==> config.mk <==
export PLATFORM = sky130hd
export DESIGN_NAME = three_axis_step_command_controller
export DESIGN_NICKNAME = d
export VERILOG_FILES = /design/src/hw/rtl/tasc_pkg.sv /design/src/hw/rtl/three_axis_step_command_controller.sv /design/src/hw/rtl/tasc_front.sv /design/src/hw/rtl/tasc_fifo.sv /design/src/hw/rtl/tasc_back.sv
export VERILOG_INCLUDE_DIRS = /design/src /design/src/hw/rtl
export SDC_FILE = /design/constraint.sdc
export NUM_CORES = 1
export LEC_CHECK = 0
export BUFFER_PORTS_ARGS = -buffer_cell sky130_fd_sc_hd__buf_2
export CAP_MARGIN = 10
export CORE_UTILIZATION = 35
export CTS_CLUSTER_SIZE = 10
export DETAILED_ROUTE_END_ITERATION = 10
export GPL_TIMING_DRIVEN = 0
export SYNTH_ARGS = -nofsm -noshare
export SYNTH_HDL_FRONTEND = slang
export SYNTH_SLANG_ARGS = --single-unit
==> constraint.sdc <==
create_clock -name clock -period 10.9 [get_ports clock]
set_input_delay 1.09 -clock clock [delete_from_list [all_inputs] [get_ports clock]]
set_output_delay 1.09 -clock clock [all_outputs]
set_load 0.005 [all_outputs]
==> src/hw/rtl/assert_macros.svh <==
// Assertion macros shared by the RTL files.
// No dependencies.
`ifndef ASSERT_MACROS_SVH
`define ASSERT_MACROS_SVH
// Check a property on every rising clock edge outside reset.
`define CHECK_ALWAYS(label, clk, rst, prop, msg) \
   label: assert property (@(posedge clk) disable iff (rst) (prop)) else $error(msg);
// Check that an implication holds at the next rising clock edge.
`define CHECK_NEXT(label, clk, rst, ante, cons, msg) \
   label: assert property (@(posedge clk) disable iff (rst) (ante) |=> (cons)) else $error(msg);
`endif

==> src/hw/rtl/tasc_pkg.sv <==
// Package for the three-axis step command controller: payload types, codes,
// command text table. No dependencies.
package tasc_pkg;

   typedef struct packed {
      logic [2:0] mode;
      logic [7:0] rx_byte;
   } req_type;

   typedef struct packed {
      logic       step_x_on;
      logic       step_y_on;
      logic       step_z_on;
      logic       turn_on;
      logic       dir_x;
      logic       dir_y;
      logic       dir_z;
      logic       conveyor_on;
      logic       pickup_on;
      logic       busy_res;
      logic [2:0] event_res;
   } rsp_type;

   localparam logic [2:0] MODE_BYTE  = 3'd0;
   localparam logic [2:0] MODE_TICKA = 3'd1;
   localparam logic [2:0] MODE_TICKB = 3'd2;
   localparam logic [2:0] MODE_LIMX  = 3'd3;
   localparam logic [2:0] MODE_LIMY  = 3'd4;
   localparam logic [2:0] MODE_LIMZ  = 3'd5;
   localparam logic [2:0] MODE_ESTOP = 3'd6;

   localparam logic [2:0] EV_NONE   = 3'd0;
   localparam logic [2:0] EV_MOVE   = 3'd1;
   localparam logic [2:0] EV_CMD    = 3'd2;
   localparam logic [2:0] EV_REJECT = 3'd3;
   localparam logic [2:0] EV_DONE   = 3'd4;
   localparam logic [2:0] EV_HOMED  = 3'd5;

   // Command codes, lowest code wins when several match.
   localparam logic [2:0] CMD_HOME       = 3'd0;
   localparam logic [2:0] CMD_STOP       = 3'd1;
   localparam logic [2:0] CMD_TURN       = 3'd2;
   localparam logic [2:0] CMD_STOP_CONV  = 3'd3;
   localparam logic [2:0] CMD_START_CONV = 3'd4;
   localparam logic [2:0] CMD_START_PICK = 3'd5;
   localparam logic [2:0] CMD_STOP_PICK  = 3'd6;

   typedef enum logic [1:0] {
      RUN_IDLE = 2'd0,
      RUN_MOVE = 2'd1,
      RUN_TURN = 2'd2,
      RUN_HOME = 2'd3
   } run_type;

   localparam int CMD_LEN = 26;
   localparam int AXIS_W  = 20;

   // Command text, padding '-', position CMD_LEN reads zero.
   function automatic logic [7:0] cmd_char(input logic [2:0] k, input logic [4:0] pos);
      logic [8*26-1:0] s;
      begin
         case (k)
            CMD_HOME:       s = "Home----------------------";
            CMD_STOP:       s = "Stop----------------------";
            CMD_TURN:       s = "Turn Around---------------";
            CMD_STOP_CONV:  s = "Stop conveyor-------------";
            CMD_START_CONV: s = "Start conveyor------------";
            CMD_START_PICK: s = "Start pick up-------------";
            default:        s = "Stop pick up--------------";
         endcase
         if (pos >= 5'(CMD_LEN)) begin
            cmd_char = 8'd0;
         end else begin
            cmd_char = s[8*(25 - int'(pos)) +: 8];
         end
      end
   endfunction

   // Weight of a digit place, counted from the least significant.
   function automatic logic [16:0] place_weight(input logic [2:0] i);
      begin
         case (i)
            3'd0: place_weight = 17'd1;
            3'd1: place_weight = 17'd10;
            3'd2: place_weight = 17'd100;
            3'd3: place_weight = 17'd1000;
            3'd4: place_weight = 17'd10000;
            3'd5: place_weight = 17'd100000;
            default: place_weight = 17'd0;
         endcase
      end
   endfunction

   // Frame outcome passed from front to back.
   typedef struct packed {
      logic              is_frame;   // frame end: run command or move
      logic              is_cmd;
      logic [2:0]        cmd;
      logic [2:0]        minus;
      logic [2:0]        used;
      logic [3*AXIS_W-1:0] target;
      logic [2:0]        mode;
   } job_type;

endpackage

==> src/hw/rtl/three_axis_step_command_controller.sv <==
// Three-axis step command controller, top level.
// Depends on tasc_pkg, tasc_front, tasc_fifo, tasc_back, assert_macros.svh.
//
// Every accepted beat (frame byte, tick, limit, e-stop) yields exactly one
// result beat showing the drive, direction and relay state after it plus an
// event code. One beat per cycle is sustained while the queues have room:
// the front end parses and matches frame bytes combinationally, a two-entry
// job queue decouples it from the back end, and the back end updates run
// state and counters into a two-entry result queue. full rises only when
// both queues fill under backpressure. turn_count_ff is written through
// csr_; the user must write it only while the block is idle, which the block does not enforce.
module three_axis_step_command_controller #(
   parameter int FRAME_BYTES  = 26,
   parameter int FIELD_DIGITS = 6
) (
   input  logic              clock,
   input  logic              reset,
   input  logic              push,
   output logic              full,
   input  tasc_pkg::req_type req_data,
   output logic              empty,
   input  logic              pop,
   output tasc_pkg::rsp_type rsp_data,
   input  logic              csr_we,
   input  logic [15:0]       csr_wdata
);
   import tasc_pkg::*;
`include "assert_macros.svh"

   logic [15:0] turn_count_ff;
   logic        accept;
   job_type     job_w, job_r;
   logic        q_empty, q_take;

   assign accept = push && !full;

   // Hold the turn length register.
   always_ff @(posedge clock) begin
      if (reset) turn_count_ff <= 16'd3200;
      else if (csr_we) turn_count_ff <= csr_wdata;
   end

   tasc_front #(.FRAME_BYTES(FRAME_BYTES), .FIELD_DIGITS(FIELD_DIGITS)) u_front (
      .clock(clock), .reset(reset), .in_valid(accept), .in_req(req_data), .job(job_w)
   );

   tasc_fifo u_fifo (
      .clock(clock), .reset(reset), .wr_en(accept), .wr_data(job_w), .full(full),
      .rd_en(q_take), .rd_data(job_r), .empty(q_empty)
   );

   tasc_back u_back (
      .clock(clock), .reset(reset), .turn_count(turn_count_ff),
      .job_valid(!q_empty), .job(job_r), .job_take(q_take),
      .rsp_data(rsp_data), .rsp_empty(empty), .rsp_pop(pop)
   );

   `CHECK_ALWAYS(a_take_needs_job, clock, reset, !(q_take && q_empty), "take from empty queue")
   `CHECK_NEXT(a_push_fills, clock, reset, accept && q_empty && !q_take, !q_empty, "job lost")
endmodule

==> src/hw/rtl/tasc_front.sv <==
// Front end: frame matching and decimal parsing, one item per cycle.
// Depends on tasc_pkg.
module tasc_front #(
   parameter int FRAME_BYTES  = 26,
   parameter int FIELD_DIGITS = 6
) (
   input  logic              clock,
   input  logic              reset,
   input  logic              in_valid,
   input  tasc_pkg::req_type in_req,
   output tasc_pkg::job_type job
);
   import tasc_pkg::*;

   logic [4:0]  pos_ff, pos_in;
   logic [6:0]  match_ff, match_in;
   logic [1:0]  fld_ff, fld_in;
   logic [2:0]  place_ff [3];
   logic [2:0]  place_in [3];
   logic [2:0]  minus_ff, minus_in;
   logic [AXIS_W-1:0] val_ff [3];
   logic [AXIS_W-1:0] val_in [3];
   logic        last;
   logic [7:0]  b;
   logic [2:0]  p;
   logic [AXIS_W-1:0] addv;

   assign b = in_req.rx_byte;
   assign last = (32'(pos_ff) + 1) >= FRAME_BYTES;

   always_comb begin
      pos_in = pos_ff; match_in = match_ff; fld_in = fld_ff; minus_in = minus_ff;
      for (int a = 0; a < 3; a++) begin
         place_in[a] = place_ff[a];
         val_in[a] = val_ff[a];
      end
      p = 3'd0; addv = '0;
      if (in_valid && in_req.mode == MODE_BYTE) begin
         if (pos_ff <= 5'(CMD_LEN)) begin
            for (int k = 0; k < 7; k++) begin
               if (b != cmd_char(3'(k), pos_ff)) match_in[k] = 1'b0;
            end
         end
         if ((b >= "a" && b <= "z") || (b >= "A" && b <= "Z") || b == "=") begin
            // skip
         end else if (b == ",") begin
            if (fld_ff < 2'd3) fld_in = fld_ff + 2'd1;
         end else if (fld_ff != 2'd3) begin
            p = place_ff[fld_ff];
            if (b == "-") begin
               minus_in[fld_ff] = 1'b1;
            end else if (b >= "0" && b <= "9" && 32'(p) < FIELD_DIGITS) begin
               addv = AXIS_W'(32'(b - "0") * 32'(place_weight(3'(FIELD_DIGITS - 1 - int'(p)))));
               val_in[fld_ff] = val_ff[fld_ff] + addv;
            end
            if (p < 3'd7) place_in[fld_ff] = p + 3'd1;
         end
         if (last) begin
            pos_in = '0; match_in = 7'h7F; fld_in = '0; minus_in = '0;
            for (int a = 0; a < 3; a++) begin
               place_in[a] = '0; val_in[a] = '0;
            end
         end else begin
            pos_in = pos_ff + 5'd1;
         end
      end
   end

   always_ff @(posedge clock) begin
      if (reset) begin
         pos_ff <= '0; match_ff <= 7'h7F; fld_ff <= '0; minus_ff <= '0;
         for (int a = 0; a < 3; a++) begin
            place_ff[a] <= '0; val_ff[a] <= '0;
         end
      end else begin
         pos_ff <= pos_in; match_ff <= match_in; fld_ff <= fld_in; minus_ff <= minus_in;
         for (int a = 0; a < 3; a++) begin
            place_ff[a] <= place_in[a]; val_ff[a] <= val_in[a];
         end
      end
   end

   // Build the job from the values after this byte (pre-clear).
   logic [6:0]  mfin;
   logic [2:0]  mfin_minus;
   logic [AXIS_W-1:0] vfin [3];
   logic [2:0]  pfin [3];
   always_comb begin
      mfin = match_ff; mfin_minus = minus_ff;
      for (int a = 0; a < 3; a++) begin
         vfin[a] = val_ff[a]; pfin[a] = place_ff[a];
      end
      if (pos_ff <= 5'(CMD_LEN)) begin
         for (int k = 0; k < 7; k++) begin
            if (b != cmd_char(3'(k), pos_ff)) mfin[k] = 1'b0;
         end
      end
      if (!((b >= "a" && b <= "z") || (b >= "A" && b <= "Z") || b == "=") && b != ","
          && fld_ff != 2'd3) begin
         if (b == "-") mfin_minus[fld_ff] = 1'b1;
         vfin[fld_ff] = val_ff[fld_ff] + addv;
         if (place_ff[fld_ff] < 3'd7) pfin[fld_ff] = place_ff[fld_ff] + 3'd1;
      end
      job = '0;
      job.mode = in_req.mode;
      job.is_frame = (in_req.mode == MODE_BYTE) && last;
      job.is_cmd = |mfin;
      job.cmd = CMD_STOP_PICK;
      for (int k = 6; k >= 0; k--) begin
         if (mfin[k]) job.cmd = 3'(k);
      end
      job.minus = mfin_minus;
      for (int a = 0; a < 3; a++) begin
         job.used[a] = pfin[a] != 3'd0;
         job.target[a*AXIS_W +: AXIS_W] = vfin[a];
      end
   end
endmodule

==> src/hw/rtl/tasc_fifo.sv <==
// Small queue of jobs between front and back ends.
// Depends on tasc_pkg.
module tasc_fifo (
   input  logic              clock,
   input  logic              reset,
   input  logic              wr_en,
   input  tasc_pkg::job_type wr_data,
   output logic              full,
   input  logic              rd_en,
   output tasc_pkg::job_type rd_data,
   output logic              empty
);
   import tasc_pkg::*;

   job_type    mem_ff [2];
   logic       wp_ff, rp_ff;
   logic [1:0] cnt_ff;

   assign full = cnt_ff == 2'd2;
   assign empty = cnt_ff == 2'd0;
   assign rd_data = mem_ff[rp_ff];

   always_ff @(posedge clock) begin
      if (wr_en) mem_ff[wp_ff] <= wr_data;
   end

   always_ff @(posedge clock) begin
      if (reset) begin
         wp_ff <= 1'b0; rp_ff <= 1'b0; cnt_ff <= '0;
      end else begin
         if (wr_en) wp_ff <= ~wp_ff;
         if (rd_en) rp_ff <= ~rp_ff;
         cnt_ff <= cnt_ff + 2'(wr_en) - 2'(rd_en);
      end
   end
endmodule

==> src/hw/rtl/tasc_back.sv <==
// Back end: run state, axis counters, relays and the result queue.
// Depends on tasc_pkg.
module tasc_back (
   input  logic              clock,
   input  logic              reset,
   input  logic [15:0]       turn_count,
   input  logic              job_valid,
   input  tasc_pkg::job_type job,
   output logic              job_take,
   output tasc_pkg::rsp_type rsp_data,
   output logic              rsp_empty,
   input  logic              rsp_pop
);
   import tasc_pkg::*;

   run_type     run_ff, run_in;
   logic [8:0]  ob_ff, ob_in;
   logic [2:0]  homed_ff, homed_in;
   logic [15:0] tcnt_ff, tcnt_in;
   logic [AXIS_W-1:0] tgt_ff [3];
   logic [AXIS_W-1:0] tgt_in [3];
   logic [AXIS_W-1:0] cnt_ff [3];
   logic [AXIS_W-1:0] cnt_in [3];
   logic [2:0]  ev;
   logic [2:0]  lim;
   logic        all_done;

   rsp_type    q_ff [2];
   logic       qw_ff, qr_ff;
   logic [1:0] qn_ff;

   assign job_take = job_valid && qn_ff != 2'd2;

   always_comb begin
      run_in = run_ff; ob_in = ob_ff; homed_in = homed_ff; tcnt_in = tcnt_ff;
      for (int a = 0; a < 3; a++) begin
         tgt_in[a] = tgt_ff[a]; cnt_in[a] = cnt_ff[a];
      end
      ev = EV_NONE; lim = '0; all_done = 1'b1;
      case (job.mode)
         MODE_BYTE: begin
            if (job.is_frame) begin
               if (run_ff != RUN_IDLE) begin
                  ev = EV_REJECT;
               end else if (job.is_cmd) begin
                  ev = EV_CMD;
                  case (job.cmd)
                     CMD_HOME: begin
                        ob_in[6:4] = 3'b111; ob_in[2:0] = 3'b111; run_in = RUN_HOME;
                     end
                     CMD_STOP: begin ob_in[2:0] = '0; ob_in[7] = 1'b0; end
                     CMD_TURN: begin
                        ob_in[7] = 1'b1; ob_in[2:0] = '0; ob_in[3] = 1'b1;
                        tcnt_in = '0; run_in = RUN_TURN;
                     end
                     CMD_STOP_CONV: ob_in[7] = 1'b0;
                     CMD_START_CONV: ob_in[7] = 1'b1;
                     CMD_START_PICK: ob_in[8] = 1'b1;
                     default: ob_in[8] = 1'b0;
                  endcase
               end else begin
                  ev = EV_MOVE;
                  run_in = RUN_IDLE;
                  for (int a = 0; a < 3; a++) begin
                     if (job.minus[a]) ob_in[4+a] = 1'b1;
                     else if (job.used[a]) ob_in[4+a] = 1'b0;
                     tgt_in[a] = job.target[a*AXIS_W +: AXIS_W];
                     cnt_in[a] = '0;
                     ob_in[a] = tgt_in[a] != '0;
                     if (tgt_in[a] != '0) run_in = RUN_MOVE;
                  end
               end
            end
         end
         MODE_TICKA, MODE_TICKB: begin
            if (run_ff == RUN_MOVE) begin
               for (int a = 0; a < 3; a++) begin
                  if (((job.mode == MODE_TICKA) != (a == 1)) && cnt_ff[a] < tgt_ff[a]) begin
                     cnt_in[a] = cnt_ff[a] + AXIS_W'(1);
                     if (cnt_in[a] >= tgt_ff[a]) ob_in[a] = 1'b0;
                  end
                  if (cnt_in[a] < tgt_ff[a]) all_done = 1'b0;
               end
               if (all_done) begin run_in = RUN_IDLE; ev = EV_DONE; end
            end else if (run_ff == RUN_TURN && job.mode == MODE_TICKA) begin
               tcnt_in = tcnt_ff + 16'd1;
               if (tcnt_in >= turn_count) begin
                  ob_in[3] = 1'b0; tcnt_in = '0; run_in = RUN_IDLE; ev = EV_DONE;
               end
            end
         end
         MODE_LIMX, MODE_LIMY, MODE_LIMZ: begin
            lim = (job.mode == MODE_LIMX) ? 3'b001 :
                  (job.mode == MODE_LIMY) ? 3'b010 : 3'b100;
            ob_in[2:0] = ob_ff[2:0] & ~lim;
            homed_in = homed_ff | lim;
            if (homed_in == 3'b111) begin
               homed_in = '0; ob_in[7] = 1'b1; ev = EV_HOMED;
               if (run_ff == RUN_HOME) run_in = RUN_IDLE;
            end
         end
         MODE_ESTOP: begin
            ob_in[2:0] = '0;
            if (run_ff == RUN_MOVE || run_ff == RUN_HOME) run_in = RUN_IDLE;
         end
         default: ;
      endcase
   end

   rsp_type r;
   always_comb begin
      r.step_x_on = ob_in[0]; r.step_y_on = ob_in[1]; r.step_z_on = ob_in[2];
      r.turn_on = ob_in[3]; r.dir_x = ob_in[4]; r.dir_y = ob_in[5]; r.dir_z = ob_in[6];
      r.conveyor_on = ob_in[7]; r.pickup_on = ob_in[8];
      r.busy_res = run_in != RUN_IDLE; r.event_res = ev;
   end

   always_ff @(posedge clock) begin
      if (reset) begin
         run_ff <= RUN_IDLE; ob_ff <= '0; homed_ff <= '0; tcnt_ff <= '0;
         for (int a = 0; a < 3; a++) begin
            tgt_ff[a] <= '0; cnt_ff[a] <= '0;
         end
      end else if (job_take) begin
         run_ff <= run_in; ob_ff <= ob_in; homed_ff <= homed_in; tcnt_ff <= tcnt_in;
         for (int a = 0; a < 3; a++) begin
            tgt_ff[a] <= tgt_in[a]; cnt_ff[a] <= cnt_in[a];
         end
      end
   end

   logic pop_ok;
   assign pop_ok = rsp_pop && qn_ff != 2'd0;
   assign rsp_empty = qn_ff == 2'd0;
   assign rsp_data = q_ff[qr_ff];

   always_ff @(posedge clock) begin
      if (job_take) q_ff[qw_ff] <= r;
   end

   always_ff @(posedge clock) begin
      if (reset) begin
         qw_ff <= 1'b0; qr_ff <= 1'b0; qn_ff <= '0;
      end else begin
         if (job_take) qw_ff <= ~qw_ff;
         if (pop_ok) qr_ff <= ~qr_ff;
         qn_ff <= qn_ff + 2'(job_take) - 2'(pop_ok);
      end
   end
endmodule

==> reports/metrics.cfg, run 1 <==
[run_status]
status=complete, no violations

[clocking]
cts_buffers=51
cts_tree=done
clk_path_buf_depth=3
clock_sink_count=438
cts_root_buffer=clkbuf_16
clk_pin_slew_ns=0.06
h-tree-depth=2
postCtsHoldBufs=0
clk_latency_ns=0.62

[power_and_ir_drop]
p_per_area_mw_per_mm2=179
peakVddDrop_uv=164
p_leak_nw=15.2

[critical_path]
cp-end-kind=flip-flop
path_max_fanout=10
r2r_slack_ns=0.83
worstSetupPathType=flip-flop to flip-flop
crit_arrival_ns=10.55
cp_slowest_cell=fa_1
required_ns=11.39
slowest_delay_ns=0.58
cp-start-kind=flip-flop
crit_top_cell=inv_1
rr_worst_depth=40
rr_endpoint=u_front.val_ff[0][19]

[die]
dieArea_mm2=0.0973
die_h_um=312
die_w_um=312
num_rows=113
floorplan.initialDensity_pct=35.4
core-area_mm2=0.0950
io_pins=47

[sta]
rsz0062_at_grt=no
worst_pin_slew_ns=1.16
fin_crit_ns=10.07
clock.fmax_ghz=0.0993
slew_viol_final=0
hold_violations=0
setup_slack_ns=0.834
setup-tns-final_ns=0
relSlewSlack_pct=21.9
fin_crit_sh_pct=92.3
fin_skew_ns=0.0449
finalSetupViolations=0

[synth]
synth_area_leaders=edfxtp_1, ha_1, dfxtp_1
syn-cell-area_mm2=0.0336
ys_warn_count=0
syn_area_per_cell_um2=9.49
async_reset_ff_share_pct=0
yosys_register_bits=438
synth_largest_area_cell=edfxtp_1
synth_top_area_share_pct=26.3
syn_inst=3542
synth_edf_count=294
synth_flop_cell=edfxtp_1
seq_area_frac_synth_pct=34.8
ys_types=98
syn_nets=4003

[detailed_routing]
drc=0
drtIter0Drc=1823
finalWirelength_um=92400
wire_per_inst_um=18.6
avgViaCountPerCell=5.28
vias=26100
drtPass1Iterations=6
ant_nets=0

[global_route]
grt_max_degree=42
grt-ovfl-total=0
grt_pass1_vias=25900
grt_usage_pct=18.8
antenna_found_initial=0
grt_pass1_wl_um=146000

[layout]
fillers=9543
seq_area_mm2=0.0117
final_cells=4953
layout-drive-gt1-share_pct=7.27
multi_input_area_mm2=0.0201
n_antenna_cell=0
nets=4111
area_delta_synth_final_pct=10.6
postLayoutCellArea_mm2=0.0372

[placed_design]
dpl.cell_count=4862
io_buffers=42
place_area_mm2=0.0356
gp_congestion=0.959
dp_hpwl_um=73200
dp_slack_ns=0.398

[run]
maxCapViolCount=0

[worst_hold_path]
hold_path_startpoint=u_back.ob_ff[8]
hold_class=flip-flop to flip-flop
whs_endpoint=u_back.ob_ff[8]
hold_path_depth=2

[what timing repair did]
item	CTS	global route
gates resized for setup	0	2
setup endpoints to repair	0	19
buffers inserted	0	0
[worst max-delay path by stage]
stage                   start                     to  slack (ns)  cells after the start
finish              flip-flop  u_front.val_ff[0][19]        0.83                     40
detailed placement  flip-flop  u_front.val_ff[0][19]        0.40                     38
global route        flip-flop  u_front.val_ff[0][19]        0.02                     40
floorplan           flip-flop  u_front.val_ff[0][19]        2.19                     40
global placement    flip-flop  u_front.val_ff[0][19]        0.40                     38
CTS                 flip-flop  u_front.val_ff[0][19]        0.35                     38
[layout make-up]
type	instances	area share, %
plain buffers	153	1.80
clock buffers	85	3.91
clock inverters	6	0.246
inverters	310	3.13
multi-input cells	2641	54.1
flip-flops and latches	438	31.5
well taps	1265	4.26
repair buffers	55	1.12
[logic make-up (layout without fill, tap and decap cells)]
family	after synthesis	count (layout)	synth area share (%)
simple gates	1138	1138	16.6
compound gates	655	655	12.9
buf+inv	463	609	5.45
flops	438	438	34.8
fa+ha+maj	430	430	18.4
xor+xnor	235	235	6.15
mux	183	183	5.71
[where the power goes]
part	internal, W	switching, W
clock network	0.000929	0.000681
logic	0.00107	0.00176
registers	0.00204	0.000160
[placed cells by master (no fill, tap or decap), drive strengths merged, types with 10 or more instances in the layout]
cell type	count
ha	323
inv	309
edfxtp	294
nand2	291
nor2	284
a21oi	200
clkbuf	171
xnor2	163
dfxtp	144
o21ai	129
buf	122
mux2i	112
and2	112
fa	106
nand3	103
xor2	72
nor3	72
mux2	71
and3	59
nand4	45
nor4	45
a21o	40
nand2b	38
o21a	37
nor2b	33
o211ai	32
a211oi	22
a31oi	22
a22oi	19
or3	16
a2111oi	15
o21bai	14
o31ai	13
a211o	10
o311a	10
a21boi	10
nor3b	10
[worst max-delay path: cells and delay by family, from the launching register on]
| kind | cells | cell delay, ns |
|---|---|---|
| flip-flops | 1 | 0.30 |
| AO/OA/AOI/OAI | 7 | 1.47 |
| adder cells (fa/ha/maj) | 9 | 4.12 |
| buffers and inverters | 13 | 2.28 |
| XOR/XNOR | 2 | 0.54 |
| AND/OR/NAND/NOR | 9 | 1.24 |
[routing by layer]
layer / vias up / GRT usage [%] / part of all wire [%]
li1: 12800 / - / -
met1: 12500 / 24.7 / 45
met2: 656 / 30.9 / 46
met3: 178 / 2.15 / 4.1
met4: 0 / 8.65 / 4.8
met5: - / 0 / 0
[synth_stat cells (23+ instances only)]
cell type  number
nor4_1         44
inv_1         308
dfxtp_1       144
xor2_1         72
o21a_1         37
and3_1         59
ha_1          323
nand2b_1       38
edfxtp_1      294
nor2b_1        33
nand4_1        45
fa_1          106
nor3_1         70
nor2_1        282
mux2i_1       112
buf_2          35
mux2_2         71
nand3_1       103
and2_1        110
o21ai_0       119
a21oi_1       200
nand2_1       290
xnor2_1       162
o211ai_1       32
buf_1          23
a21o_1         40
clkbuf_1       85
[per-stage QoR]
stage	util, %	hold WS, ns	power (W)
6_report	39.1	0.460	0.00664
5_1_grt	39.1	0.476	0.00711
4_1_cts	39.1	0.455	0.00670
3_5_place_dp	37.5	0.448	0.00506
3_3_place_gp	37.3	0.440	0.00502
2_1_floorplan	-	0.431	0.00416
[state kept, by name, indices dropped and copies added, names as in the netlist, 3 cells and up, named ones only]
signal	flops
u_front.place_ff	9
u_front.pos_ff	5
u_front.val_ff	60
u_back.ob_ff	9
u_front.match_ff	7
u_back.tgt_ff	60
u_back.tcnt_ff	16
u_back.cnt_ff	60
u_fifo.mem_ff	148
u_back.q_ff	26
turn_count_ff	16
u_back.homed_ff	3
u_front.minus_ff	3
No activity file was read; power rests on OpenSTA's default activity.
==> run 2, diff against run 1 <==
--- a/config.mk
+++ b/config.mk
@@ -6,12 +6,14 @@
 export SDC_FILE = /design/constraint.sdc
 export NUM_CORES = 1
 export LEC_CHECK = 0
+export ABC_AREA = 1
 export BUFFER_PORTS_ARGS = -buffer_cell sky130_fd_sc_hd__buf_2
 export CAP_MARGIN = 10
 export CORE_UTILIZATION = 35
 export CTS_CLUSTER_SIZE = 10
 export DETAILED_ROUTE_END_ITERATION = 10
 export GPL_TIMING_DRIVEN = 0
+export SKIP_CTS_REPAIR_TIMING = 1
 export SYNTH_ARGS = -nofsm -noshare
 export SYNTH_HDL_FRONTEND = slang
 export SYNTH_SLANG_ARGS = --single-unit
==> constraint.sdc (replaced) <==
create_clock -name clock -period 10.97 [get_ports clock]
set_input_delay 1.097 -clock clock [delete_from_list [all_inputs] [get_ports clock]]
set_output_delay 1.097 -clock clock [all_outputs]
set_load 0.005 [all_outputs]
==> reports/metrics.cfg, run 2 <==
[run_status]
status=complete, no violations

[placed_design]
dpl.cell_count=5502  ; +13%
dp_hpwl_um=73700  ; +0.73%
gp_congestion=0.920  ; -4.1%
place_area_mm2=0.0356  ; about the same
dp_slack_ns=0.0692  ; -0.329 ns
io_buffers=43  ; +2.4%

[power_and_ir_drop]
sequentialPowerShare_pct=30.3  ; -2.8 points
finalPower_w=0.00722  ; +8.7%
pwr-share-clk_pct=22.2  ; -2.0 points
p_comb_share_pct=47.5  ; +4.9 points
peakVddDrop_uv=232  ; +41%
switching_share_pct=43.0  ; +3.8 points
p_leak_nw=16.8  ; +10%
p_sw_w=0.00311  ; +19%
intPower_w=0.00412  ; +1.8%
p_per_area_mw_per_mm2=194  ; +8.7%

[layout]
final_util_pct=39.1  ; -0.065 points
multi_input_area_mm2=0.0186  ; -7.3%
seq_area_mm2=0.0117  ; unchanged
area_delta_synth_final_pct=10.5
nets=4752  ; +16%
final_common_cell=nand2_1
final_cell_mix=nand2_1, inv_1, nor2_1
largest_register_ffs=148  ; unchanged
n_antenna_cell=0  ; unchanged
final_cells=5595  ; +13%
postLayoutCellArea_mm2=0.0372  ; about the same
layout-drive-gt1-share_pct=6.05  ; -1.2 points
largest_register=u_fifo.mem_ff
fillers=9771  ; +2.4%

[die]
die_h_um=312  ; about the same
num_rows=113  ; unchanged
io_pins=47  ; unchanged
core-area_mm2=0.0952  ; +0.15%
die_w_um=312  ; about the same
dieArea_mm2=0.0974  ; +0.15%
floorplan.initialDensity_pct=35.4  ; about the same

[worst_hold_path]
hold_path_startpoint=u_front.minus_ff[2]
hold_class=flip-flop to flip-flop
hold_path_depth=2  ; unchanged

[global_route]
grt-ovfl-total=0  ; unchanged
grt_pass1_vias=27100  ; +4.7%
grt_max_degree=53  ; +26%
grt_pass1_wl_um=146000  ; +0.28%
grt_usage_pct=18.8  ; -0.034 points
antenna_found_initial=0  ; unchanged

[detailed_routing]
wire_per_inst_um=16.5  ; -11%
drtIter0Drc=2375  ; +30%
drtPass1Iterations=6  ; unchanged
avgViaCountPerCell=4.97  ; -5.8%
drc=0  ; unchanged
vias=27800  ; +6.5%
finalWirelength_um=92400  ; about the same
ant_nets=0  ; unchanged

[clocking]
cts_tree=done
clk_latency_ns=0.61  ; about the same
clk_pin_slew_ns=0.06  ; about the same
cts_buffers=51  ; unchanged
h-tree-depth=2  ; unchanged
cts_root_buffer=clkbuf_16
clock_sink_count=438  ; unchanged
clk_path_buf_depth=3  ; unchanged

[synth]
synth_top_area_share_pct=26.2  ; -0.039 points
synth_largest_area_cell=edfxtp_1
synth-simple-area-share_pct=18.3  ; +1.7 points
ys_warn_count=0  ; unchanged
syn-cell-area_mm2=0.0337  ; +0.15%
ys_types=72  ; -27%
yosys_register_bits=438  ; unchanged
synth_compound_area_share_pct=13.1  ; +0.29 points
async_reset_ff_share_pct=0  ; unchanged
synth_area_leaders=edfxtp_1, ha_1, dfxtp_1
yosysMostFrequentCell=nand2_1
synthTopCellsByCount=nand2_1, inv_1, nor2_1
seq_area_frac_synth_pct=34.8  ; -0.052 points
syn_inst=4187  ; +18%
syn_area_per_cell_um2=8.04  ; -15%
syn_nets=4648  ; +16%
synthMuxAreaShare_pct=1.77  ; -3.9 points
synth_flop_cell=edfxtp_1
synth_top_family_by_area=adder cells
synthAdderAreaFrac_pct=18.3  ; -0.057 points
synth_edf_count=294  ; unchanged
synth_xor_area_share_pct=3.69  ; -2.5 points

[critical_path]
slowest_delay_ns=0.56  ; -0.02 ns
cp-end-kind=flip-flop
r2r_slack_ns=0.58  ; -0.26 ns
required_ns=11.44  ; +0.05 ns
worstSetupPathType=flip-flop to flip-flop
path_max_fanout=10  ; unchanged
rr_worst_depth=43  ; +7.5%
cp_slowest_cell=fa_1
cp-start-kind=flip-flop
crit_arrival_ns=10.87  ; +0.32 ns
crit_top_cell=inv_1

[sta]
worst_pin_slew_ns=1.11  ; -0.0557 ns
fin_crit_ns=10.39  ; +0.327 ns
relSlewSlack_pct=25.2  ; +3.3 points
fin_skew_ns=0.0207  ; -0.0242 ns
finalSetupViolations=0  ; unchanged
clock.fmax_ghz=0.0962  ; -3.1%
hold_violations=0  ; unchanged
setup_slack_ns=0.577  ; -0.257 ns
slew_viol_final=0  ; unchanged
fin_crit_sh_pct=94.7  ; +2.4 points

[run]
maxCapViolCount=0  ; unchanged

-- run 2: changes by cell type after synthesis, moves of 58 or more --
cell	change
nand2_1	+477
inv_1	+415
a21oi_1	+183
xnor2_1	-141
nor2_1	+115
and2_1	-109
o21ai_0	+73
mux2i_1	-67
and3_1	-59
mux2_2	-58
-- run 2: critical path: cells and delay by family, from the launching register on --
family | cells | cell delay, ns
xor+xnor | 1 | 0.44
simple gates | 14 | 2.36
flops | 1 | 0.39
fa+ha+maj | 9 | 3.70
buf+inv | 12 | 1.51
compound gates | 7 | 1.85
-- run 2: cell type report --
| class | count | area share (%) |
|---|---|---|
| tap | 1265 | 4.26 |
| clock inverter | 6 | 0.323 |
| buffer | 115 | 1.39 |
| multi-input combinational | 2876 | 50.1 |
| clock buffer | 86 | 3.81 |
| sequential | 438 | 31.5 |
| timing repair buffer | 51 | 0.962 |
| inverter | 758 | 7.67 |
-- run 2: worst paths after layout --
kind                           to
max reg2reg  u_fifo.mem_ff[1][62]
max          u_fifo.mem_ff[1][62]
min reg2reg   u_front.minus_ff[2]
min           u_front.minus_ff[2]
-- run 2: kinds of logic (layout without fill, tap and decap cells) --
group / count (synthesis) / count (layout)
muxes: 58 / 58
DFF: 438 / 438
xor gates and xnor gates: 141 / 141
adders and majority gates: 429 / 429
and+or+nand+nor: 1470 / 1470
buffers and inverters: 873 / 1016
AOI/OAI and AO/OA: 778 / 778
-- run 2: through the flow --
step           setup TNS (ns)  hold WS, ns
5_1_grt               -0.0238        0.486
3_3_place_gp                0        0.439
6_report                    0        0.450
4_1_cts               -0.0402        0.454
2_1_floorplan               0        0.423
3_5_place_dp                0        0.446
-- run 2: layer usage --
| layer | track usage, % | routed length [µm] | vias to the layer above |
|---|---|---|---|
| met5 | 0 | 0 | - |
| met4 | 7.16 | 3350 | 0 |
| met3 | 2.18 | 3890 | 147 |
| met2 | 31.9 | 43700 | 681 |
| met1 | 24.3 | 41500 | 13000 |
| li1 | - | - | 14000 |
-- run 2: power by group through the flow --
stage                     combinational, W  sequential, W  clock (W)
after global placement             0.00334        0.00224          0
final                              0.00343        0.00219    0.00160
after detailed placement           0.00341        0.00222          0
after global routing               0.00388        0.00222    0.00169
after floorplan                    0.00243        0.00219          0
after CTS                          0.00342        0.00219    0.00164
